`config.mk`:
```
export PLATFORM = sky130hd
export DESIGN_NAME = lru_page_replacement
export DESIGN_NICKNAME = d
export VERILOG_FILES = /design/src/hw/rtl/lrupr_pkg.sv /design/src/hw/rtl/lrupr_ctrl.sv /design/src/hw/rtl/lrupr_dp.sv /design/src/hw/rtl/lru_page_replacement.sv
export VERILOG_INCLUDE_DIRS = /design/src /design/src/hw/rtl
export SDC_FILE = /design/constraint.sdc
export NUM_CORES = 1
export LEC_CHECK = 0
export BUFFER_PORTS_ARGS = -buffer_cell sky130_fd_sc_hd__buf_4
export CAP_MARGIN = 10
export CORE_UTILIZATION = 50
export CTS_CLUSTER_SIZE = 28
export DETAILED_ROUTE_END_ITERATION = 8
export PLACE_DENSITY_LB_ADDON = 0.15
export RECOVER_POWER = 100
export SLEW_MARGIN = 0
export SYNTH_ARGS = -nofsm -noshare
export SYNTH_HDL_FRONTEND = slang
export SYNTH_SLANG_ARGS = --single-unit
```
`constraint.sdc`:
```
create_clock -name i_clk -period 8.2 [get_ports i_clk]
set_input_delay 0.82 -clock i_clk [delete_from_list [all_inputs] [get_ports i_clk]]
set_output_delay 0.82 -clock i_clk [all_outputs]
set_load 0.1 [all_outputs]
```
`src/hw/rtl/assert_macros.svh`:
```
// Assertion macros used by the RTL datapath.
`ifndef ASSERT_MACROS_SVH
`define ASSERT_MACROS_SVH
`ifndef SYNTHESIS
`define ASSERT_IMPL(lbl, clk, rst_n, ante, cons, msg) \
    lbl: assert property (@(posedge clk) disable iff (!rst_n) (ante) |-> (cons)) \
        else $error(msg);
`define ASSERT_NEXT(lbl, clk, rst_n, ante, cons, msg) \
    lbl: assert property (@(posedge clk) disable iff (!rst_n) (ante) |=> (cons)) \
        else $error(msg);
`else
`define ASSERT_IMPL(lbl, clk, rst_n, ante, cons, msg)
`define ASSERT_NEXT(lbl, clk, rst_n, ante, cons, msg)
`endif
`endif

```
`src/hw/rtl/lrupr_pkg.sv`:
```
// Types and constants of the LRU page replacement block.
`default_nettype none
package lrupr_pkg;

    localparam int PORT_PAGE_W = 16;
    localparam int CFG_W       = 5;
    localparam int TOTAL_W     = 32;

    localparam logic [CFG_W-1:0] FRAMES_RESET = 5'd4;

    typedef enum logic [1:0] {
        S_IDLE = 2'b01,
        S_UPD  = 2'b10
    } t_state;

    // controller -> datapath
    typedef struct packed {
        logic load;    // capture page and register the match vector
        logic update;  // shift the stack, write the result registers
    } t_dp_cmd;

endpackage
`default_nettype wire

```
`src/hw/rtl/lrupr_ctrl.sv`:
```
// Sequencing controller of the LRU page replacement block.
`default_nettype none
module lrupr_ctrl (
    input  wire                  i_clk,
    input  wire                  i_rst_n,
    input  wire                  i_valid,
    input  wire                  i_ready,
    output logic                 o_ready,
    output logic                 o_valid,
    output lrupr_pkg::t_dp_cmd   o_cmd
);

    lrupr_pkg::t_state r_state;
    lrupr_pkg::t_state n_state;
    logic              r_out_valid;
    logic              n_out_valid;
    logic              w_take;
    logic              w_upd;

    assign w_take = (r_state == lrupr_pkg::S_IDLE) && i_valid;
    // the result register must be free, or emptying this cycle
    assign w_upd  = (r_state == lrupr_pkg::S_UPD) && (!r_out_valid || i_ready);

    always_comb begin
        n_state = r_state;
        unique case (r_state)
            lrupr_pkg::S_IDLE: begin
                if (w_take) begin
                    n_state = lrupr_pkg::S_UPD;
                end
            end
            lrupr_pkg::S_UPD: begin
                if (w_upd) begin
                    n_state = lrupr_pkg::S_IDLE;
                end
            end
            default: begin
                n_state = lrupr_pkg::S_IDLE;
            end
        endcase
    end

    always_comb begin
        if (w_upd) begin
            n_out_valid = 1'b1;
        end else if (i_ready) begin
            n_out_valid = 1'b0;
        end else begin
            n_out_valid = r_out_valid;
        end
    end

    always_ff @(posedge i_clk) begin
        if (!i_rst_n) begin
            r_state     <= lrupr_pkg::S_IDLE;
            r_out_valid <= 1'b0;
        end else begin
            r_state     <= n_state;
            r_out_valid <= n_out_valid;
        end
    end

    assign o_ready      = (r_state == lrupr_pkg::S_IDLE);
    assign o_valid      = r_out_valid;
    assign o_cmd.load   = w_take;
    assign o_cmd.update = w_upd;

endmodule
`default_nettype wire

```
`src/hw/rtl/lrupr_dp.sv`:
```
// Datapath: recency stack of compare-and-shift cells, counters, result registers.
`default_nettype none
`include "assert_macros.svh"
module lrupr_dp #(
    parameter int FRAMES_MAX = 16,
    parameter int PAGE_BITS  = 16
) (
    input  wire                                     i_clk,
    input  wire                                     i_rst_n,
    input  lrupr_pkg::t_dp_cmd                      i_cmd,
    input  wire                                     i_cfg_we,
    input  wire  [lrupr_pkg::CFG_W-1:0]             i_cfg_wdata,
    input  wire  [lrupr_pkg::PORT_PAGE_W-1:0]       i_page,
    input  wire                                     i_end_of_run,
    output logic                                    o_fault,
    output logic                                    o_evicted_valid,
    output logic [lrupr_pkg::PORT_PAGE_W-1:0]       o_evicted_page,
    output logic [lrupr_pkg::TOTAL_W-1:0]           o_fault_total
);

    localparam int PW    = lrupr_pkg::PORT_PAGE_W;
    localparam int CW    = lrupr_pkg::CFG_W;
    localparam int TW    = lrupr_pkg::TOTAL_W;
    localparam int OCC_W = $clog2(FRAMES_MAX + 1);
    localparam int IDX_W = (FRAMES_MAX > 1) ? $clog2(FRAMES_MAX) : 1;
    localparam int CNT_W = (OCC_W > CW) ? OCC_W : CW;

    logic [PAGE_BITS-1:0]  r_stack [FRAMES_MAX];
    logic [PAGE_BITS-1:0]  r_page;
    logic                  r_eor;
    logic [FRAMES_MAX-1:0] r_match;
    logic [OCC_W-1:0]      r_occ;
    logic [TW-1:0]         r_faults;
    logic [CW-1:0]         r_frame_count;
    logic                  r_fault;
    logic                  r_ev_valid;
    logic [PW-1:0]         r_ev_page;
    logic [TW-1:0]         r_total;

    logic [PAGE_BITS-1:0]  w_in_page;
    logic [FRAMES_MAX-1:0] w_valid;
    logic [FRAMES_MAX-1:0] w_match;
    logic [FRAMES_MAX-1:0] w_low;
    logic [FRAMES_MAX-1:0] w_thermo;
    logic [FRAMES_MAX-1:0] w_shift;
    logic [CNT_W-1:0]      w_fc_ext;
    logic [CNT_W-1:0]      w_frames_c;
    logic [OCC_W-1:0]      w_frames;
    logic                  w_hit;
    logic                  w_room;
    logic [OCC_W-1:0]      w_occ_m1;
    logic [PAGE_BITS-1:0]  w_bottom;
    logic [PW-1:0]         w_bottom_port;
    logic [TW-1:0]         w_faults_inc;

    // port page <-> stored page width
    generate
        if (PAGE_BITS == PW) begin : g_pw_eq
            assign w_in_page     = i_page;
            assign w_bottom_port = w_bottom;
        end else if (PAGE_BITS > PW) begin : g_pw_wide
            assign w_in_page     = {{(PAGE_BITS-PW){1'b0}}, i_page};
            assign w_bottom_port = w_bottom[PW-1:0];
        end else begin : g_pw_narrow
            assign w_in_page     = i_page[PAGE_BITS-1:0];
            assign w_bottom_port = {{(PW-PAGE_BITS){1'b0}}, w_bottom};
        end
    endgenerate

    // one compare cell per stack entry
    genvar g;
    generate
        for (g = 0; g < FRAMES_MAX; g++) begin : g_cell
            assign w_valid[g] = (r_occ > OCC_W'(g));
            assign w_match[g] = w_valid[g] && (r_stack[g] == w_in_page);
            assign w_shift[g] = w_hit  ? w_thermo[g] :
                                w_room ? (OCC_W'(g) <= r_occ) : (OCC_W'(g) < r_occ);
        end
    endgenerate

    // frame count clamped to 1..FRAMES_MAX
    assign w_fc_ext   = CNT_W'(r_frame_count);
    assign w_frames_c = (w_fc_ext == '0) ? CNT_W'(1) :
                        (w_fc_ext > CNT_W'(FRAMES_MAX)) ? CNT_W'(FRAMES_MAX) : w_fc_ext;
    assign w_frames   = w_frames_c[OCC_W-1:0];

    assign w_hit    = |r_match;
    assign w_room   = (r_occ < w_frames);
    // lowest set bit, then every entry from the top down to the hit moves
    assign w_low    = r_match & (~r_match + FRAMES_MAX'(1));
    assign w_thermo = w_low | (w_low - FRAMES_MAX'(1));
    assign w_occ_m1 = r_occ - OCC_W'(1);
    assign w_bottom = r_stack[w_occ_m1[IDX_W-1:0]];

    assign w_faults_inc = (!w_hit && (r_faults != '1)) ? (r_faults + TW'(1)) : r_faults;

    always_ff @(posedge i_clk) begin
        if (i_cmd.load) begin
            r_page  <= w_in_page;
            r_eor   <= i_end_of_run;
            r_match <= w_match;
        end
        if (i_cmd.update) begin
            r_stack[0] <= r_page;
            for (int k = 1; k < FRAMES_MAX; k++) begin
                if (w_shift[k]) begin
                    r_stack[k] <= r_stack[k-1];
                end
            end
            r_fault    <= !w_hit;
            r_ev_valid <= !w_hit && !w_room;
            r_ev_page  <= (!w_hit && !w_room) ? w_bottom_port : '0;
            r_total    <= w_faults_inc;
        end
    end

    always_ff @(posedge i_clk) begin
        if (!i_rst_n) begin
            r_occ         <= '0;
            r_faults      <= '0;
            r_frame_count <= lrupr_pkg::FRAMES_RESET;
        end else begin
            if (i_cfg_we) begin
                r_frame_count <= i_cfg_wdata;
            end
            if (i_cmd.update) begin
                if (r_eor) begin
                    r_occ    <= '0;
                    r_faults <= '0;
                end else begin
                    if (!w_hit && w_room) begin
                        r_occ <= r_occ + OCC_W'(1);
                    end
                    r_faults <= w_faults_inc;
                end
            end
        end
    end

    assign o_fault         = r_fault;
    assign o_evicted_valid = r_ev_valid;
    assign o_evicted_page  = r_ev_page;
    assign o_fault_total   = r_total;

    // resident pages are unique, so at most one cell matches
    `ASSERT_IMPL(a_match_unique, i_clk, i_rst_n, i_cmd.update, $onehot0(r_match), "duplicate resident page")
    `ASSERT_IMPL(a_occ_bound, i_clk, i_rst_n, 1'b1, r_occ <= OCC_W'(FRAMES_MAX), "occupancy over depth")
    `ASSERT_NEXT(a_evict_fault, i_clk, i_rst_n, i_cmd.update, !r_ev_valid || r_fault, "eviction on a hit")
    `ASSERT_NEXT(a_fault_count, i_clk, i_rst_n, i_cmd.update, !r_fault || (r_total != '0), "fault not counted")

endmodule
`default_nettype wire

```
`src/hw/rtl/lru_page_replacement.sv`:
```
// Top level of the LRU page replacement block.
// Each reference has an accept step, which compares the page against every
// resident stack entry at once into a registered match vector, and an update step,
// which shifts the recency stack and loads the result register, after which the next
// transaction is accepted. The update step waits while an earlier result is still
// not taken. The recency stack needs no clearing pass, so the block is ready right
// after reset. frame_count is clamped to 1..FRAMES_MAX; end_of_run empties the table
// and the fault count after its own result.
`default_nettype none
module lru_page_replacement #(
    parameter int FRAMES_MAX = 16,
    parameter int PAGE_BITS  = 16
) (
    input  wire                                 i_clk,
    input  wire                                 i_rst_n,
    input  wire                                 i_valid,
    output logic                                o_ready,
    input  wire  [lrupr_pkg::PORT_PAGE_W-1:0]   i_page,
    input  wire                                 i_end_of_run,
    output logic                                o_valid,
    input  wire                                 i_ready,
    output logic                                o_fault,
    output logic                                o_evicted_valid,
    output logic [lrupr_pkg::PORT_PAGE_W-1:0]   o_evicted_page,
    output logic [lrupr_pkg::TOTAL_W-1:0]       o_fault_total,
    input  wire                                 i_cfg_we,
    input  wire  [lrupr_pkg::CFG_W-1:0]         i_cfg_wdata
);

    lrupr_pkg::t_dp_cmd w_cmd;

    lrupr_ctrl u_ctrl (
        .i_clk   (i_clk),
        .i_rst_n (i_rst_n),
        .i_valid (i_valid),
        .i_ready (i_ready),
        .o_ready (o_ready),
        .o_valid (o_valid),
        .o_cmd   (w_cmd)
    );

    lrupr_dp #(
        .FRAMES_MAX (FRAMES_MAX),
        .PAGE_BITS  (PAGE_BITS)
    ) u_dp (
        .i_clk           (i_clk),
        .i_rst_n         (i_rst_n),
        .i_cmd           (w_cmd),
        .i_cfg_we        (i_cfg_we),
        .i_cfg_wdata     (i_cfg_wdata),
        .i_page          (i_page),
        .i_end_of_run    (i_end_of_run),
        .o_fault         (o_fault),
        .o_evicted_valid (o_evicted_valid),
        .o_evicted_page  (o_evicted_page),
        .o_fault_total   (o_fault_total)
    );

endmodule
`default_nettype wire

```
### Yosys cells after proc, flatten, opt, wreduce, memory -nomap -nowiden

Memories as Yosys holds them, arrays and structs flattened. A register that Yosys moved wholly into a read port is not among the register bits.
Index checks and enable logic that the tools add are counted.

* register bits after elaboration: 112
* memory bits (writable): 256
* input bits: 27
* output and inout port bits: 52
* word-level logic and storage cells: 209
* memories kept: 1

Memories
* u_dp.r_stack: words 16, bits a word 16, rd ports 17, clocked after memory_dff 1, wr ports 16, RTL line lrupr_dp.sv:28 `logic [PAGE_BITS-1:0] r_stack [FRAMES_MAX];`

* add/subtract/negate cells: 5
* $lt $le $gt $ge: 48
* eq/ne operators: 21
* mux-type cells: 88
* bitwise gates (word level): 3
* reduce and logical (&&, ||, !) cells: 32

Operators with widths (count)
* 16-bit == test: 16
* 1-bit two-way mux: 79
* 32-bit two-way mux: 2
* 5-bit by 4-bit greater-than comparator with 1-bit output, second input constant: 8
* 4-bit by 5-bit <= comparator with 1-bit output, first input constant: 8
* 4-bit by 5-bit less-than comparator with 1-bit output, first input constant: 8
* 32-bit by 1-bit adder with 32-bit output, second input constant: 1
* 32-bit inequality test, second input constant: 1
* 1-bit logical AND: 21
* 5-bit by 3-bit greater-than comparator with 1-bit output, second input constant: 4
* 3-bit by 5-bit <= comparator with 1-bit output, first input constant: 4
* 3-bit by 5-bit less-than comparator with 1-bit output, first input constant: 4
* 5-bit two-way mux: 4
* 16-bit by 1-bit adder with 16-bit output, second input constant: 1
* 16-bit bitwise AND: 1
* 16-bit NOT: 1
* 16-bit bitwise OR: 1
* 16-bit OR reduction: 1
* 16-bit by 1-bit subtractor with 16-bit output, second input constant: 1
* 5-bit by 1-bit greater-than comparator with 1-bit output, second input constant: 2
* 5-bit by 2-bit greater-than comparator with 1-bit output, second input constant: 2
* 2-bit by 5-bit <= comparator with 1-bit output, first input constant: 2
* 2-bit by 5-bit less-than comparator with 1-bit output, first input constant: 2
* 5-bit by 1-bit adder with 5-bit output, second input constant: 1
* other kinds (15): 22

### Longest topological paths before layout

* depth after elaboration: 9
* gate-level depth with buffers: 10
* mapped depth without buffers: 9

### By module

A second synthesis with hierarchy kept.

* cells, all modules: 1356
* area total of the unflattened synthesis: 18629.1 um^2

By module, submodules not included
* lrupr_dp: times used 1, cells an instance 1342, area each 18487.7 um^2, sequential area each 11020.6 um^2
* lrupr_ctrl: times used 1, cells an instance 14, area each 141.4 um^2, sequential area each 60.1 um^2

### Worst setup path after synthesis

OpenSTA, ideal clock, no wires.

* kind: input to register
* start point: input port i_ready
* end point: memory u_dp.r_stack[9][0] (enable)
* library setup time: 0.478 ns
* data arrival time: 6.084 ns
* required time: 7.722 ns
* slack: 1.638 ns
* cell stages on the path: 8
* buffers on the path: 1
* cell sequence: nand2b_1 nand2b_1 clkbuf_1 inv_1 nand2_1 or2_2 or3_1 a2111oi_0

RTL lines
* start, declared: RTL line lru_page_replacement.sv:21 `input wire i_ready,`
* end, declared: RTL line lrupr_dp.sv:28

### Worst setup path after layout

* start point: register u_dp.r_occ[0]
* end point: register u_dp.r_ev_page[15], in the netlist u_dp.o_evicted_page[15] (read register of u_dp.r_stack), data pin

* word-level cells in the longest chain between the ends: 4
* elaborated cells between the ends (all ways): 5
* classes of those cells: 1 x add/sub; 1 x order compare; 3 x reduce/logical

RTL lines
* start, declared: RTL line lrupr_dp.sv:32 `logic [OCC_W-1:0] r_occ;`
* start signal, assigned: RTL line lrupr_dp.sv:132 `r_occ <= r_occ + OCC_W'(1);`
* 5-bit less-than comparator: RTL line lrupr_dp.sv:88 `assign w_room = (r_occ < w_frames);`
* 1-bit logical NOT: RTL line lrupr_dp.sv:112 `r_ev_page <= (!w_hit && !w_room) ? w_bottom_port : '0;`
* 1-bit logical AND: RTL line lrupr_dp.sv:112
* 1-bit logical NOT (no source line)
* end, declared: RTL line lrupr_dp.sv:37 `logic [PW-1:0] r_ev_page;`

Several ways; a longest one is shown, not always the timed one.
A chain may end at the register's enable or synchronous reset.

==> flow_summary.json <==
{
  "status": "complete, but fails checks",
  "failed_checks": "max-capacitance violations, max-slew violations",
  "timing.hold.worst_endpoint": "u_dp.r_stack[0][4]",
  "clk_root_buffer_cell": "sky130_fd_sc_hd__clkbuf_16",
  "floorplan.die_area_um2": 38200,
  "grt_max_degree": 69,
  "holdBufCountCts": 0,
  "cp-end-kind": "register",
  "setup-violations-final": 0,
  "power.leakage_nw": 6.46,
  "required_ps": 8550,
  "r2r.worst_path.cells": 7,
  "setup_repair_after_global_routing_missed_its_margin": "no",
  "yosys_warnings": 0,
  "hold_path_class": "register to register",
  "worst_clock_skew_ps": 19.6,
  "detailroute.via_count": 11700,
  "postCtsSetupRepairBufs": 0,
  "antennaDiodeCount": 0,
  "cts_tree": "yes",
  "remaining_drc_errors": 0,
  "crit_fanout": 49,
  "hpwl_um": 34400,
  "drt_pass1_iterations": 5,
  "synth_async_sr_flop_share": 0,
  "antenna_found_initial": 1,
  "critPathArrivalTime_ps": 5990,
  "regToRegStartpoint": "u_dp.r_occ[0]",
  "r2r_setup_slk_ps": 2560,
  "ys_ff_latch": 384,
  "cap_violations": 8,
  "final_layout_size_suffix_gt1_frac": 0.103,
  "final.hold.worst_slack_ps": 420,
  "timing.hold.worst.start": "u_dp.r_page[4]",
  "die_height_um": 195,
  "area_overhead_of_the_layout_relative_to_synthesis_pct": 10.5,
  "finalWirelength_um": 47600,
  "drt-wirelength-per-cell_um": 24.8,
  "number_of_h_tree_branching_levels": 2,
  "final_util": 0.563,
  "placedCellCount": 1840,
  "dieWidth_um": 195,
  "layout_worst_path_cycle_share": 0.687,
  "initial_core_util": 0.509,
  "timing.max_slew.rel_slack": -1.09,
  "num_rows": 70,
  "ctsLongestPathBuffers": 3,
  "number_of_i_o_pins": 79,
  "fin_hold_viols": 0,
  "power-per-cell-area_nw_per_um2": 200,
  "r2r_end": "u_dp.o_evicted_page[15]",
  "synth-seq-area-share": 0.593,
  "setup.worst_path.class": "register to register",
  "groute.usage.overall": 0.253,
  "worstHoldPathCells": 0,
  "numClockSinks": 384,
  "post_cts.resized_instances": 0,
  "gp_routability_congestion": 0.870,
  "antenna_violating_nets_post_route": 0,
  "postSynthAreaPerCell_um2": 13.7,
  "place_worst_setup_slack_ps": 4200,
  "design.core.area_um2": 36700,
  "postSynth.topFlopCell": "sky130_fd_sc_hd__edfxtp_1",
  "fmax_mhz": 177,
  "netlist-cell-type-count": 59,
  "synth_cells": 1365,
  "number_of_flops_mapped_to_enable_cells_by_yosys": 339,
  "grt_overflow_total": 0,
  "syn_nets": 1403,
  "vias_in_the_first_global_route": 11900,
  "setup_tns_ps": 0,
  "layout.nets": 1455,
  "final_setup_slack_of_the_worst_path_ps": 2560,
  "global_route_wire_length_before_repair_um": 72100,
  "tritoncts_buffers": 43,
  "startpoint_type": "register",
  "cp-startpoint": "u_dp.r_occ[0]",
  "cts.reportedPaths.clkPinSlew_ps": 60,
  "insertion_delay_ps": 550,
  "layout_min_cycle_time_ps": 5640,
  "ir_drop_mv": 0.203,
  "timing_worst_slew_pin_value_ps": 3140,
  "detail_route.iter0.violations": 1075,
  "final_max_slew_violation_count": 207,
  "combined_area_of_all_synthesized_cells_um2": 18700,
  "route.detailed.vias_per_inst": 6.12,
  "filler_cell_count": 3007,
  "place.port_buffers": 78,
  "post_layout_nonfiller_instances": 1915
}
==> through the flow <==
stage / total power [W] / area [um2]
6_report: 0.00413 / 20700
5_1_grt: 0.00425 / 20700
4_1_cts: 0.00417 / 21100
3_5_place_dp: 0.00235 / 19800
3_3_place_gp: 0.00235 / 19800
2_1_floorplan: 0.00229 / 18700
==> layer usage <==
metal	GRT usage	wire length (um)	vias up
met5	0	11	-
met4	0.0954	1780	2
met3	0.0340	2630	96
met2	0.409	22600	382
met1	0.350	20500	5956
li1	-	-	5293
==> cell usage in the layout, fill, tap and decap left out, types with 4 or more instances in the layout <==
cell type	n
sky130_fd_sc_hd__edfxtp_1	339
sky130_fd_sc_hd__xnor2_1	93
sky130_fd_sc_hd__mux2i_1	21
sky130_fd_sc_hd__clkbuf_1	94
sky130_fd_sc_hd__o21ai_0	31
sky130_fd_sc_hd__or3_1	14
sky130_fd_sc_hd__and4_1	5
sky130_fd_sc_hd__or2_2	4
sky130_fd_sc_hd__nand2b_1	7
sky130_fd_sc_hd__nand3_1	23
sky130_fd_sc_hd__o211ai_1	6
sky130_fd_sc_hd__buf_4	9
sky130_fd_sc_hd__a21oi_1	39
sky130_fd_sc_hd__mux4_2	64
sky130_fd_sc_hd__a211oi_1	38
sky130_fd_sc_hd__clkinv_2	8
sky130_fd_sc_hd__nor4_1	53
sky130_fd_sc_hd__ha_1	11
sky130_fd_sc_hd__clkbuf_16	44
sky130_fd_sc_hd__nand4_1	40
sky130_fd_sc_hd__xor2_1	194
sky130_fd_sc_hd__or4_1	15
sky130_fd_sc_hd__nor3_1	22
sky130_fd_sc_hd__a31oi_1	18
sky130_fd_sc_hd__dfxtp_1	44
sky130_fd_sc_hd__clkinv_1	8
sky130_fd_sc_hd__nor2_1	46
sky130_fd_sc_hd__nand2_1	69
sky130_fd_sc_hd__nor2b_1	18
sky130_fd_sc_hd__inv_1	14
==> worst max-delay path by stage <==
stage,endpoint
after global placement,u_dp.r_faults[31]
after CTS,u_dp.r_stack[12][8]
after global routing,u_dp.r_stack[9][4]
after detailed placement,u_dp.r_faults[31]
after floorplan,u_dp.r_stack[9][0]
final,u_dp.o_evicted_page[15]
==> power breakdown <==
group / switching, W / internal, W
clock: 0.000769 / 0.00105
combinational: 0.000120 / 0.0000470
sequential: 0.0000120 / 0.00212
total: 0.000901 / 0.00322
==> sequential cells by signal (all words and copies together), names as in the netlist, 2 cells and up <==
| signal | count |
|---|---|
| u_dp.r_match | 16 |
| u_dp.r_occ | 5 |
| u_ctrl.r_state | 2 |
| u_dp.r_faults | 32 |
| u_dp.r_stack | 256 |
| u_dp.o_fault_total | 32 |
| u_dp.r_frame_count | 5 |
| u_dp.r_page | 16 |
| u_dp.o_evicted_page | 16 |
==> worst max-delay path, cell delays in order, from the launching register on <==
cell                       delay [ps]
sky130_fd_sc_hd__dfxtp_4          870
sky130_fd_sc_hd__inv_1            240
sky130_fd_sc_hd__ha_1             860
sky130_fd_sc_hd__clkbuf_1        2280
sky130_fd_sc_hd__mux4_2           590
sky130_fd_sc_hd__nor2b_1          240
sky130_fd_sc_hd__a211oi_1          80
sky130_fd_sc_hd__a211oi_1         240
==> area by class of cell <==
cell class	count	area (um2)	area share
clock buffer	55	1150	0.0558
clock inverter	20	160	0.00775
inverter	15	56.3	0.00273
multi-input combinational	878	7220	0.349
sequential	384	11100	0.537
tap	468	586	0.0284
timing repair buffer	95	398	0.0193
==> synthesized netlist by cell type (24+ instances only) <==
cell type                    n  share of area
sky130_fd_sc_hd__a211oi_1   39          0.016
sky130_fd_sc_hd__a21oi_1    39          0.010
sky130_fd_sc_hd__clkbuf_1   71          0.014
sky130_fd_sc_hd__dfxtp_1    45          0.048
sky130_fd_sc_hd__edfxtp_1  339           0.54
sky130_fd_sc_hd__mux4_2     64          0.077
sky130_fd_sc_hd__nand2_1    69          0.014
sky130_fd_sc_hd__nand4_1    40          0.013
sky130_fd_sc_hd__nor2_1     46         0.0092
sky130_fd_sc_hd__nor3_1     24         0.0064
sky130_fd_sc_hd__nor4_1     51          0.017
sky130_fd_sc_hd__o21ai_0    31         0.0083
sky130_fd_sc_hd__xnor2_1    94          0.044
sky130_fd_sc_hd__xor2_1    195          0.091
==> logic make-up (layout without fill, tap and decap cells) <==
group / after synthesis / after routing / share of synthesized area
simple gates: 337 / 337 / 0.101
xor+xnor: 289 / 289 / 0.135
mux: 85 / 85 / 0.0883
flops: 384 / 384 / 0.593
compound gates: 156 / 156 / 0.0537
buf+inv: 103 / 185 / 0.0216
fa+ha+maj: 11 / 11 / 0.00736
Note: power is estimated with default switching activity, not from simulation.
